===== config.mk =====
export PLATFORM = sky130hd
export DESIGN_NAME = pidc_mul
export DESIGN_NICKNAME = d
export VERILOG_FILES = /design/src/design/pidc_pkg.sv /design/src/design/pidc_mul.sv
export SDC_FILE = /design/constraint.sdc
export NUM_CORES = 2
export LEC_CHECK = 0
export BUFFER_PORTS_ARGS = -buffer_cell sky130_fd_sc_hd__buf_4
export CAP_MARGIN = 15
export CORE_MARGIN = 4
export CORE_UTILIZATION = 58
export DETAILED_ROUTE_END_ITERATION = 10
export PLACE_DENSITY = 0.79
export SETUP_SLACK_MARGIN = 0.4
export SLEW_MARGIN = 15
export SYNTH_ARGS = -nofsm -noshare
export SYNTH_HDL_FRONTEND = slang
export SYNTH_SLANG_ARGS = --single-unit
export TNS_END_PERCENT = 1

===== constraint.sdc =====
create_clock -name clk -period 9.2 [get_ports clk]
set_input_delay 2.3 -clock clk [delete_from_list [all_inputs] [get_ports clk]]
set_output_delay 2.3 -clock clk [all_outputs]
set_load 0.02 [all_outputs]

===== src/design/pidc_pkg.sv =====
`timescale 1ns / 1ps

package pidc_pkg;

	localparam int DW    = 32;
	localparam int FRAC  = 16;
	localparam int TS_W  = 31;
	localparam int NUM_W = DW + FRAC;
	localparam int CNT_W = $clog2(NUM_W + 1);
	localparam int IDX_W = 3;
	localparam int IN_W  = 3 * DW;

	typedef logic signed [DW-1:0] q_t;

	localparam q_t Q_MAX = {1'b0, {(DW-1){1'b1}}};
	localparam q_t Q_MIN = {1'b1, {(DW-1){1'b0}}};
	localparam q_t Q_ONE = q_t'(1) <<< FRAC;
	localparam q_t Q_NEG_ONE = -Q_ONE;

	localparam logic OP_STEP = 1'b0;
	localparam logic OP_LOAD = 1'b1;

	typedef enum logic [IDX_W-1:0] {
		REG_TIME_STEP  = 3'd0,
		REG_OUTPUT_MAX = 3'd1,
		REG_OUTPUT_MIN = 3'd2,
		REG_GAIN_P     = 3'd3,
		REG_GAIN_D     = 3'd4,
		REG_GAIN_I     = 3'd5
	} reg_idx_t;

	typedef enum logic [9:0] {
		ST_IDLE   = 10'b00_0000_0001,
		ST_MUL_P  = 10'b00_0000_0010,
		ST_MUL_E  = 10'b00_0000_0100,
		ST_ADD_I  = 10'b00_0000_1000,
		ST_MUL_I  = 10'b00_0001_0000,
		ST_ACC_I  = 10'b00_0010_0000,
		ST_WAIT_D = 10'b00_0100_0000,
		ST_MUL_D  = 10'b00_1000_0000,
		ST_ACC_D  = 10'b01_0000_0000,
		ST_OUT    = 10'b10_0000_0000
	} state_t;

	function automatic q_t sat_add(input q_t a, input q_t b);
		logic signed [DW:0] s;
		s = {a[DW-1], a} + {b[DW-1], b};
		if (s[DW] != s[DW-1])
			return s[DW] ? Q_MIN : Q_MAX;
		return s[DW-1:0];
	endfunction

	function automatic q_t sat_sub(input q_t a, input q_t b);
		logic signed [DW:0] s;
		s = {a[DW-1], a} - {b[DW-1], b};
		if (s[DW] != s[DW-1])
			return s[DW] ? Q_MIN : Q_MAX;
		return s[DW-1:0];
	endfunction

endpackage


===== src/design/pidc_mul.sv =====
`timescale 1ns / 1ps

module pidc_mul (
	input  logic          clk,
	input  pidc_pkg::q_t  a,
	input  pidc_pkg::q_t  b,
	output pidc_pkg::q_t  q
);

	logic signed [2*pidc_pkg::DW-1:0] prod_s1;
	logic                             over;

	always_ff @(posedge clk) begin
		prod_s1 <= a * b;
	end

	// floor shift by FRAC, then saturate to DW bits
	assign over = !((&prod_s1[2*pidc_pkg::DW-1:pidc_pkg::DW+pidc_pkg::FRAC-1]) ||
		(~|prod_s1[2*pidc_pkg::DW-1:pidc_pkg::DW+pidc_pkg::FRAC-1]));

	always_comb begin
		if (over)
			q = prod_s1[2*pidc_pkg::DW-1] ? pidc_pkg::Q_MIN : pidc_pkg::Q_MAX;
		else
			q = prod_s1[pidc_pkg::DW+pidc_pkg::FRAC-1:pidc_pkg::FRAC];
	end

endmodule


# Yosys cells after proc, flatten, opt, wreduce, memory -nomap -nowiden
# Cells that the tools add are included.
word_totals:
  output_inout_bits: 32
  inputBits: 65
  word_cells: 8
  register_bits: 64
op_classes:
  multipliers: 1
  n_reduce_logical: 4
  mux: 2
ops:
  columns: ["operator", "n"]
  rows:
  - ["multiplier 32 x 32 -> 64 bit", 1]
  - ["2-to-1 mux 32 bit", 2]
  - ["AND reduction 17 bit", 1]
  - ["OR reduction 17 bit", 1]
  - ["logical NOT 1 bit", 1]
  - ["logical OR 1 bit", 1]

# Longest topological paths before layout
depth:
  word_depth: 4
  ltp_mapped: 28
  ltp_nobuf: 26

# Worst setup path after synthesis
# No wires, ideal clock.
synth_path:
  path_type: "in2reg"
  from: "input b[2]"
  to: "register prod_s1[58] in the netlist's numbering"
  setup_time_ns: 0.095
  t_arrival_ns: 9.464
  required_time_ns: 9.105
  stages: 23
  slack_ns: -0.360
  path_buffers: 2
  cell_sequence: "clkbuf_1 > nand2_1 > inv_1 > fa_1 > fa_1 > fa_1 > fa_1 > inv_1 > fa_1 > inv_1 > fa_1 > fa_1 > fa_1 > ha_1 > clkbuf_1 > a21o_1 > a21o_1 > a21o_1 > a21o_1 > a21oi_4 > o21ai_0 > a2111o_1 > o311ai_1"
synth_via:
  elab_chain_cells: 1
synth_rtl:
  columns: ["element", "line_no", "rtl"]
  rows:
  - ["start: declaration", "pidc_mul.sv:6", "input pidc_pkg::q_t b,"]
  - ["multiplier 32 x 32 -> 64 bit", "pidc_mul.sv:14", "prod_s1 <= a * b;"]
  - ["end signal: assignment", "pidc_mul.sv:14", null]
  - ["end: declaration", "pidc_mul.sv:10", "logic signed [2*pidc_pkg::DW-1:0] prod_s1;"]
# No other way between the ends.

# Worst setup path after layout
layout_path:
  from: "input b[12]"
  to: "register prod_s1[61] in the netlist's numbering"
# The elaborated chain is that of the path after synthesis.

==> impl_metrics.toml <==
[final_layout]
fill_cells = 4718
top_register = "prod_s1"
area_growth_pct = 12.7
nNetsFinal = 5470
final-instance-count-excl-fill = 4994
ff_latch_area_sq_um = 961
final_cell_area_sq_um = 41700
largest_register_ffs = 48
largest_registers = "prod_s1 (48)"
multi_input_area_sq_um = 32100
layout-drive-gt1-share_pct = 13.2

[setup_path]
path_buf_inv = 8
cp.arrival_ns = 9.31
cp.required_ns = 9.39
slowest_stage = "fa_1"
critPathMaxFanout = 19
cp_top_family = "adder cells"
worstSetupPathType = "in2reg"
critPathMostFrequentCell = "fa_1"
critical_path.endpoint_type = "register"
slowest_delay_ns = 0.56
cp-start-kind = "primary input"

[synthesis]
ys_top_cells_by_area = "fa_1, inv_1, and2_1, ha_1, nand2_1"
synth_mux_area_share_pct = 0
synthesis.nets = 5233
yosysTopAreaCellShare_pct = 58.4
synth_top_family_by_area = "adder cells"
ys_warn_count = 0
synth-xor-area-share_pct = 1.42
synth-edff-count = 0
synth_seq_cells = 48
async_flop_share_pct = 0
yosysTopAreaCell = "fa_1"
synth_compound_area_share_pct = 4.01
synth_area_sq_um = 37000
synth-simple-area-share_pct = 15.5
syn_area_per_cell_sq_um = 9.48
ys_dominant_reg_cell = "dfxtp_1"
synth_fa_ha_area_share_pct = 64.5
synthCells = 3907
synth.distinct_cells = 59
synth-seq-area-share_pct = 2.59

[clocking]
cts_max_level = 2
clkTransAtPathRegs_ns = 0.07
cts_root_buf = "clkbuf_16"
cts_hold_buf = 0
cts.sinks = 48
ctsLongestPathBuffers = 2
numCtsBuffers = 5
cts_tree = "built"

[timing]
rsz0062_at_grt = "yes"
min_period_ns = 9.12
tns_ns = 0
fmax_mhz = 110
slew_viol_final = 0
finalHoldViolCount = 0
setup_violations = 0
tightest_slew_ns = 0.657
post-route-period-util_pct = 99.2
maxSlewHeadroom_pct = 56.1

[drt]
vias = 27200
detail-route-antenna-nets = 0
top_layer_used = "met4"
drc_errors = 0
vias_per_cell = 5.44
routed_wl_um = 95800
drtIter0Drc = 1695
wl_per_cell_um = 19.2
drtPass1Iterations = 5
wl_met2_um = 50900
wl_met3_um = 5370
wl_met1_um = 33400

[global_route]
grt_max_degree = 32
grt-ovfl-total = 0
grt_pass1_wl_um = 157000
antenna_found_initial = 4
grt_pass1_vias = 31000
grt_usage_pct = 29.3

[min_path]
hold_path_class = "reg2out"

[flow_run]
drv_cap = 0

[die]
dieArea_sq_um = 68000
die_w_um = 261
core_sq_um = 63200
die_h_um = 261
io_pins = 97
start_util_pct = 58.6
rows = 92

[place]
portBuffers = 96
dpl_cell_area_sq_um = 40600
place.gp.congestion = 0.937
dp_cells = 4950
hpwlAfterDp_um = 83200

[run_status]
status = "completed"
[cells in the mapped netlist (4+ instances only)]
master and count:
fa_1 1081, inv_1 963, nand2_1 513, and2_1 510, clkbuf_1 205, ha_1 180
a21o_1 71, a21oi_1 54, nor2_1 54, dfxtp_1 48, xnor2_1 41, o21ai_0 32
nand4_1 19, xor2_1 19, nand3_1 12, nand2b_1 10, nor3_1 8, o21a_1 8
nor2b_1 7, o21bai_1 6, a31oi_1 4, buf_1 4, nor4_1 4, o211ai_1 4
[timing repair]
| item | CTS | global route |
|---|---|---|
| pin swaps | 44 | 79 |
| hold endpoints to repair | 0 | 0 |
| gates resized for setup | 62 | 93 |
| setup endpoints to repair | 28 | 35 |
| setup buffers | 20 | 11 |
| cloned | 1 | 1 |
[tightest hold or removal path, delay by kind of cell (launching register included)]
kind                   cells  cell delay (ns)
DFF                        1             0.31
buffers and inverters      1             0.13
AOI/OAI and AO/OA          1             0.10
[path summary, 6_finish.rpt]
kind | depth (start not counted) | start | to
setup / recovery | 28 | b[12] | prod_s1[61]
hold / removal | 2 | prod_s1[29] | q[13]
[metal layers]
layer,track usage (%),vias to the layer above
met5,0,-
met4,15.1,0
met3,3.48,369
met2,53.3,1087
met1,34.1,14100
li1,-,11600
[stage by stage]
step / hold slack [ns] / utilization, % / setup WS (ns)
3_3_place_gp: 2.81 / 64.2 / -0.176
2_1_floorplan: 2.75 / - / -0.0303
6_report: 3.12 / 66.0 / 0.0768
4_1_cts: 3.14 / 65.2 / 0.194
3_5_place_dp: 2.82 / 64.2 / -0.271
5_1_grt: 3.16 / 66.0 / -0.164
[area by class of cell]
| class | count | area share (%) |
|---|---|---|
| diodes | 3 | 0.0180 |
| well taps | 846 | 2.54 |
| clock inverters | 3 | 0.111 |
| inverters | 963 | 8.67 |
| clock buffers | 5 | 0.300 |
| multi-input cells | 2685 | 76.8 |
| flip-flops and latches | 48 | 2.30 |
| repair buffers | 441 | 9.27 |
[cell usage in the layout (no fill, tap or decap), drive strengths merged, types with 3 or more instances in the layout]
master  Yosys  final
or2         3      3
nand3      12     12
diode       0      3
buf         6    439
a21o       71     71
a21oi      56     56
nor3        9      9
nand4      19     19
o31ai       3      3
xor2       19     19
nand2b     10     10
a221oi      4      4
o21ai      34     34
nor2b       7      7
o211ai      6      6
a211o       3      3
nand2     513    513
dfxtp      48     48
o21a        8      8
and2      510    510
xnor2      41     41
clkbuf    205      6
a21boi      4      4
nor2       54     54
o21bai      6      6
fa       1081   1081
inv       963    963
nor4        4      4
ha        180    180
a31oi       5      5
a211oi      3      3
[cell families (layout without fill, tap and decap cells)]
family / after synthesis / count (layout)
buf+inv: 1174 / 1412
flops: 48 / 48
other cells: 0 / 3
fa+ha+maj: 1261 / 1261
simple gates: 1149 / 1149
xor+xnor: 60 / 60
compound gates: 215 / 215
Power is not shown: default switching activity piles up to over one toggle a cycle in this logic, so the estimate is an artifact.
