<file path="src/design/pidc_pkg.sv">
`timescale 1ns / 1ps

package pidc_pkg;

	localparam int DW    = 32;
	localparam int FRAC  = 16;
	localparam int TS_W  = 31;
	localparam int NUM_W = DW + FRAC;
	localparam int CNT_W = $clog2(NUM_W + 1);
	localparam int IDX_W = 3;
	localparam int IN_W  = 3 * DW;

	typedef logic signed [DW-1:0] q_t;

	localparam q_t Q_MAX = {1'b0, {(DW-1){1'b1}}};
	localparam q_t Q_MIN = {1'b1, {(DW-1){1'b0}}};
	localparam q_t Q_ONE = q_t'(1) <<< FRAC;
	localparam q_t Q_NEG_ONE = -Q_ONE;

	localparam logic OP_STEP = 1'b0;
	localparam logic OP_LOAD = 1'b1;

	typedef enum logic [IDX_W-1:0] {
		REG_TIME_STEP  = 3'd0,
		REG_OUTPUT_MAX = 3'd1,
		REG_OUTPUT_MIN = 3'd2,
		REG_GAIN_P     = 3'd3,
		REG_GAIN_D     = 3'd4,
		REG_GAIN_I     = 3'd5
	} reg_idx_t;

	typedef enum logic [9:0] {
		ST_IDLE   = 10'b00_0000_0001,
		ST_MUL_P  = 10'b00_0000_0010,
		ST_MUL_E  = 10'b00_0000_0100,
		ST_ADD_I  = 10'b00_0000_1000,
		ST_MUL_I  = 10'b00_0001_0000,
		ST_ACC_I  = 10'b00_0010_0000,
		ST_WAIT_D = 10'b00_0100_0000,
		ST_MUL_D  = 10'b00_1000_0000,
		ST_ACC_D  = 10'b01_0000_0000,
		ST_OUT    = 10'b10_0000_0000
	} state_t;

	function automatic q_t sat_add(input q_t a, input q_t b);
		logic signed [DW:0] s;
		s = {a[DW-1], a} + {b[DW-1], b};
		if (s[DW] != s[DW-1])
			return s[DW] ? Q_MIN : Q_MAX;
		return s[DW-1:0];
	endfunction

	function automatic q_t sat_sub(input q_t a, input q_t b);
		logic signed [DW:0] s;
		s = {a[DW-1], a} - {b[DW-1], b};
		if (s[DW] != s[DW-1])
			return s[DW] ? Q_MIN : Q_MAX;
		return s[DW-1:0];
	endfunction

endpackage

</file>
<file path="src/design/pidc_div.sv">
`timescale 1ns / 1ps

module pidc_div (
	input  logic                       clk,
	input  logic                       arst_n,
	input  logic                       start,
	input  pidc_pkg::q_t               diff,
	input  logic [pidc_pkg::TS_W-1:0]  divisor,
	output logic                       done,
	output pidc_pkg::q_t               quot
);

	logic [pidc_pkg::NUM_W-1:0] work_q;
	logic [pidc_pkg::TS_W-1:0]  rem_q;
	logic [pidc_pkg::TS_W-1:0]  dvs_q;
	logic [pidc_pkg::CNT_W-1:0] cnt_q;
	logic                       busy_q;
	logic                       done_q;
	logic                       neg_q;
	logic                       zero_q;

	logic [pidc_pkg::DW-1:0]    mag;
	logic [pidc_pkg::TS_W:0]    rem_sh;
	logic [pidc_pkg::TS_W+1:0]  trial;
	logic                       fits;

	assign mag    = diff[pidc_pkg::DW-1] ? (pidc_pkg::DW'(0) - diff) : diff;
	assign rem_sh = {rem_q, work_q[pidc_pkg::NUM_W-1]};
	assign trial  = {1'b0, rem_sh} - {2'b00, dvs_q};
	assign fits   = !trial[pidc_pkg::TS_W+1];

	always_ff @(posedge clk or negedge arst_n) begin
		if (!arst_n) begin
			busy_q <= 1'b0;
			done_q <= 1'b0;
			cnt_q  <= '0;
		end else if (start) begin
			busy_q <= 1'b1;
			done_q <= 1'b0;
			cnt_q  <= pidc_pkg::CNT_W'(pidc_pkg::NUM_W);
		end else if (busy_q) begin
			cnt_q <= cnt_q - 1'b1;
			if (cnt_q == pidc_pkg::CNT_W'(1)) begin
				busy_q <= 1'b0;
				done_q <= 1'b1;
			end
		end
	end

	always_ff @(posedge clk) begin
		if (start) begin
			work_q <= {mag, {pidc_pkg::FRAC{1'b0}}};
			rem_q  <= '0;
			dvs_q  <= divisor;
			neg_q  <= diff[pidc_pkg::DW-1];
			zero_q <= (divisor == '0);
		end else if (busy_q) begin
			work_q <= {work_q[pidc_pkg::NUM_W-2:0], fits};
			rem_q  <= fits ? trial[pidc_pkg::TS_W-1:0] : rem_sh[pidc_pkg::TS_W-1:0];
		end
	end

	always_comb begin
		if (zero_q)
			quot = '0;
		else if (neg_q) begin
			if ((|work_q[pidc_pkg::NUM_W-1:pidc_pkg::DW]) ||
				(work_q[pidc_pkg::DW-1] && (|work_q[pidc_pkg::DW-2:0])))
				quot = pidc_pkg::Q_MIN;
			else
				quot = pidc_pkg::DW'(0) - work_q[pidc_pkg::DW-1:0];
		end else begin
			if (|work_q[pidc_pkg::NUM_W-1:pidc_pkg::DW-1])
				quot = pidc_pkg::Q_MAX;
			else
				quot = work_q[pidc_pkg::DW-1:0];
		end
	end

	assign done = done_q;

endmodule
</file>
<file path="config.mk">
export PLATFORM = sky130hd
export DESIGN_NAME = pidc_div
export DESIGN_NICKNAME = d
export VERILOG_FILES = /design/src/design/pidc_pkg.sv /design/src/design/pidc_div.sv
export SDC_FILE = /design/constraint.sdc
export NUM_CORES = 1
export LEC_CHECK = 0
export BUFFER_PORTS_ARGS = -buffer_cell sky130_fd_sc_hd__buf_2
export CORE_UTILIZATION = 35
export DETAILED_ROUTE_END_ITERATION = 10
export GPL_ROUTABILITY_DRIVEN = 0
export PLACE_DENSITY = 0.56
export SLEW_MARGIN = 20
export SYNTH_ARGS = -nofsm -noshare
export SYNTH_HDL_FRONTEND = slang
export SYNTH_SLANG_ARGS = --single-unit
</file>
<file path="constraint.sdc">
create_clock -name clk -period 4.45 [get_ports clk]
set_input_delay 0.445 -clock clk [delete_from_list [all_inputs] [get_ports clk]]
set_output_delay 0.445 -clock clk [all_outputs]
set_load 0.02 [all_outputs]
</file>
==> Yosys cells after proc, flatten, opt, wreduce, memory -nomap -nowiden <==
Index checks and enable logic that the tools add are counted.
{ "classes": {"reduce_logical": 10, "n_mux": 16, "n_eq_ne": 1, "addsub": 4} }
{ "op_table": {"columns": ["op", "n"], "rows": [
  ["$mux 32", 5],
  ["$mux 48", 2],
  ["$sub 1x32->32 const A", 2],
  ["$sub 32x31->33", 1],
  ["$logic_not 31->1", 1],
  ["$mux 31", 1],
  ["$reduce_or 31->1", 1],
  ["$reduce_or 17->1", 1],
  ["$reduce_or 16->1", 1],
  ["$mux 6", 2],
  ["$eq 6x1->1 const B", 1],
  ["$mux 1", 6],
  ["$sub 6x1->6 const B", 1],
  ["$reduce_bool 2->1", 2],
  ["$reduce_and 2->1", 1],
  ["$logic_and 1x1->1", 1],
  ["$logic_not 1->1", 1],
  ["$logic_or 1x1->1", 1]
]} }
{ "totals": {"wordCells": 40, "ff_bits": 120} }

==> Longest topological paths before layout <==
{ "depth": {"depth_word": 6, "depth_mapped": 13, "depth_no_buf": 11} }

==> Worst setup path after synthesis <==
Ideal clock, no wire load.
{ "synth_timing": {"path_kind": "register to output", "startpoint": "register work_q[1] in the netlist's numbering", "endpoint": "output port quot[22]", "n_path_buf": 1, "required_time_ps": 4005, "arrival_time_ps": 3043, "slack_ps": 962, "stages_incl_launch_ff": 12, "cell_sequence": "dfxtp_1 > inv_1 > ha_1 > nor3b_1 > nand3_1 > nor3_1 > nand2_1 > o41ai_1 > a21oi_1 > or2_2 > clkbuf_1 > a311oi_1"} }
{ "synth_between": {"elab_chain_len": 6, "word_cells_on_any_way": 7, "classes_between": "add/sub (1); mux (3); reduce/logical (3)"} }
{ "synth_lines": {"columns": ["item", "line", "rtl"], "rows": [
  ["start: declaration", "pidc_div.sv:13", "logic [pidc_pkg::NUM_W-1:0] work_q;"],
  ["start signal: assignment", "pidc_div.sv:52", "work_q <= {mag, {pidc_pkg::FRAC{1'b0}}};"],
  ["start signal: assignment", "pidc_div.sv:58", "work_q <= {work_q[pidc_pkg::NUM_W-2:0], fits};"],
  ["parallel branches: the longest is 3 deep, another holds $sub 1x32->32", null, null],
  ["$mux 32 *", "pidc_div.sv:67", "if ((|work_q[pidc_pkg::NUM_W-1:pidc_pkg::DW]) ||"],
  ["$mux 32 *", "pidc_div.sv:66", "else if (neg_q) begin"],
  ["$mux 32 *", "pidc_div.sv:64", "if (zero_q)"],
  ["end: declaration", "pidc_div.sv:10", "output pidc_pkg::q_t quot"]
]} }
Every way passes the cells marked *.

==> Worst setup path in the final report <==
{ "layout_timing": {"startpoint": "register work_q[10] in the netlist's numbering", "endpoint": "output port quot[28]"} }
The elaborated chain is that of the path after synthesis.

==> results.py <==
metrics = {
    "sta": {
        "period_share": 0.944,
        "tightest_slew_ns": 0.940,
        "fin_tns_setup_ns": 0,
        "layout_min_cycle_time_ns": 4.20,
        "skew_ns": 0.00742,
        "fmax_mhz": 238,
        "drv_slew": 0,
        "slew-limit-headroom": 0.373,
        "fin_ws_ns": 0.250,
        "setup_viol": 0,
        "rsz0062_at_grt": "no",
        "hold_viol": 0,
    },
    "final_layout": {
        "layout-drive-gt1-share": 0.160,
        "diodes": 0,
        "finalNetCount": 1102,
        "fillCellCount": 2282,
        "areaGrowthSynthToFinish_pct": 16.6,
    },
    "global_route": {
        "grt_overflow": 0,
        "grt_usage": 0.184,
        "grt_max_degree": 54,
        "grt_first_pass_wirelength_um": 34900,
        "antenna_found_initial": 0,
        "grt_pass1_vias": 6653,
    },
    "synth": {
        "synth_top_area_frac": 0.242,
        "syn_area_sq_um": 8060,
        "synthDistinctLibCells": 69,
        "synth_seq_cells": 120,
        "synth_top_family_by_area": "compound AO/OA/AOI/OAI gates",
        "synth_cells": 921,
        "yosysWarnings": 0,
        "syn-num-nets": 1023,
        "ys.flop_type": "edfxtp_1",
        "synth_xor_area_frac": 0.0532,
        "synth.avg_cell_area_sq_um": 8.76,
        "yosysSeqAreaShare": 0.384,
        "synth_area_leader_cell": "edfxtp_1",
        "synth_most_common_cell": "nor2_1",
        "synth-async-reset-ratio": 0.0667,
        "synthTopCellsByArea": "edfxtp_1 (24%), dfxtp_1 (12%), ha_1 (5.4%)",
        "muxShareOfSynthArea": 0.0287,
        "synthAdderAreaFrac": 0.0568,
        "synth_edf_count": 65,
        "synth_compound_area_frac": 0.236,
        "yosys-top-cells-count": "nor2_1 (110), nand2_1 (82), edfxtp_1 (65)",
        "synthSimpleGateAreaFrac": 0.193,
    },
    "floorplan": {
        "die_h_um": 154,
        "die-width_um": 154,
        "io_pins": 99,
        "num_rows": 55,
        "start_util": 0.356,
        "core_area_sq_um": 22600,
        "dieArea_sq_um": 23700,
    },
    "place": {
        "pre_cts_slack_ns": 0.598,
        "hpwl_um": 15200,
        "portBuffers": 98,
    },
    "outcome": {
        "status": "finished with violations",
        "violations": "DRC",
    },
    "drt": {
        "via_per_inst": 5.53,
        "drt-wirelength-per-cell_um": 16.4,
        "drt-initial-drc-count": 553,
        "ant_nets": 0,
        "vias": 7173,
        "firstDrtPassIters": 8,
        "wirelength_um": 21300,
        "drc": 2,
    },
    "power": {
        "peakVddDrop_mv": 0.252,
        "power.density_nw_per_um2": 491,
        "finalPower_mw": 4.61,
        "power_leakage_nw": 3.95,
    },
    "job": {
        "drv_cap": 0,
    },
    "clocking": {
        "cts_root_buf": "clkbuf_16",
        "cts.sink_count": 120,
        "clkTransAtPathRegs_ns": 0.06,
        "cts_buffers": 17,
        "cts_tree": "built",
        "clock_latency_ns": 0.41,
        "cts.path.max_buffers": 2,
        "h-tree-depth": 4,
    },
    "critical_path": {
        "r2r_slack_ns": 0.79,
        "path_max_fanout": 30,
        "cpMaxStageDelayCell": "or2_2",
        "critPathKind": "reg2out",
        "endpoint_kind": "primary output",
        "required_ns": 4.01,
        "cpMostUsedCell": "or2_2",
        "r2r_end": "rem_q[29]",
        "r2r_start": "work_q[47]",
        "arrival_ns": 3.76,
        "worst_r2r_path_depth": 12,
        "crit_chain": "or2_2 > or4_1 > nor3_1 > nand2_1 > o41ai_1 > a21oi_1 > or2_2 > a311oi_1 > buf_2",
        "critPathLaunchType": "flop",
        "cpPeakStageDelay_ns": 0.53,
    },
    "worst_hold_path": {
        "holdCritPathClass": "in2reg",
        "hold_path_depth": 1,
        "hold-path-endpoint": "dvs_q[3]",
        "hold_path_startpoint": "divisor[3]",
    },
}
==> cell usage in the layout (no fill, tap or decap), types with 35 or more instances in the layout <==
master / instances
nor2_1: 110
buf_2: 97
nand2_1: 82
edfxtp_1: 65
inv_1: 52
a21oi_1: 47
dfxtp_1: 47
o21ai_0: 43
xnor2_1: 41
ha_1: 35
==> worst max-delay path by stage <==
stage | startpoint | to | slack, ns
6_report | work_q[10] | quot[28] | 0.25
5_1_grt | work_q[0] | quot[28] | 0.05
4_1_cts | work_q[0] | quot[28] | 0.16
3_5_place_dp | work_q[0] | quot[28] | 0.60
3_3_place_gp | work_q[1] | quot[28] | 0.71
2_1_floorplan | work_q[1] | quot[22] | 0.96
==> cell families (layout without fill, tap and decap cells) <==
| family | after synthesis | after routing |
|---|---|---|
| buffers and inverters | 105 | 197 |
| and+or+nand+nor | 319 | 319 |
| xor gates and xnor gates | 49 | 49 |
| adders and majority gates | 36 | 36 |
| muxes | 23 | 23 |
| DFF | 120 | 120 |
| AOI/OAI and AO/OA | 269 | 269 |
==> per-stage QoR <==
stage	utilization	instances	hold WS, ns	area [sq um]
final	0.415	1298	0.226	9410
after global routing	0.415	1298	0.207	9410
after CTS	0.415	1298	0.210	9400
after detailed placement	0.390	1265	0.304	8830
after global placement	0.390	1265	0.300	8830
after floorplan	-	921	0.149	8060
==> critical path: cells and delay by family, from the launching register on <==
kind            cells  cell delay (ns)
simple gates        5             1.92
compound gates      3             0.82
flops               1             0.37
buf+inv             1             0.23
==> metal layers <==
metal  track usage  wire, um
met1         0.257     10300
met2         0.286      9730
met3        0.0279       840
met4        0.0700       433
met5             0         0
==> registers in the layout, summed over array words and instances, names as in the netlist <==
name and cells:
cnt_q 6, done 1, busy_q 1, work_q 48, dvs_q 31, zero_q 1, neg_q 1, rem_q 31
==> timing repair <==
item | CTS | global route
hold endpoints to repair | 8 | 0
endpoints found under the setup margin | 0 | 17
buffers inserted | 0 | 0
hold buffers | 1 | 0
resized for setup | 0 | 1
==> where the power goes <==
group | leakage [nW] | switching [mW] | internal (mW)
clock network | 0.264 | 0.517 | 0.815
logic | 2.54 | 1.02 | 0.738
registers | 1.15 | 0.162 | 1.36
total | 3.95 | 1.70 | 2.91
==> cell type report <==
class	instances	area (sq um)	share of cell area
Clock buffer	18	429	0.0456
Clock inverter	14	134	0.0142
Inverter	52	195	0.0208
Multi-Input combinational cell	696	4590	0.488
Sequential cell	120	3090	0.329
Tap cell	285	357	0.0379
Timing Repair Buffer	113	608	0.0646
Power figures use the tool's default switching activity.
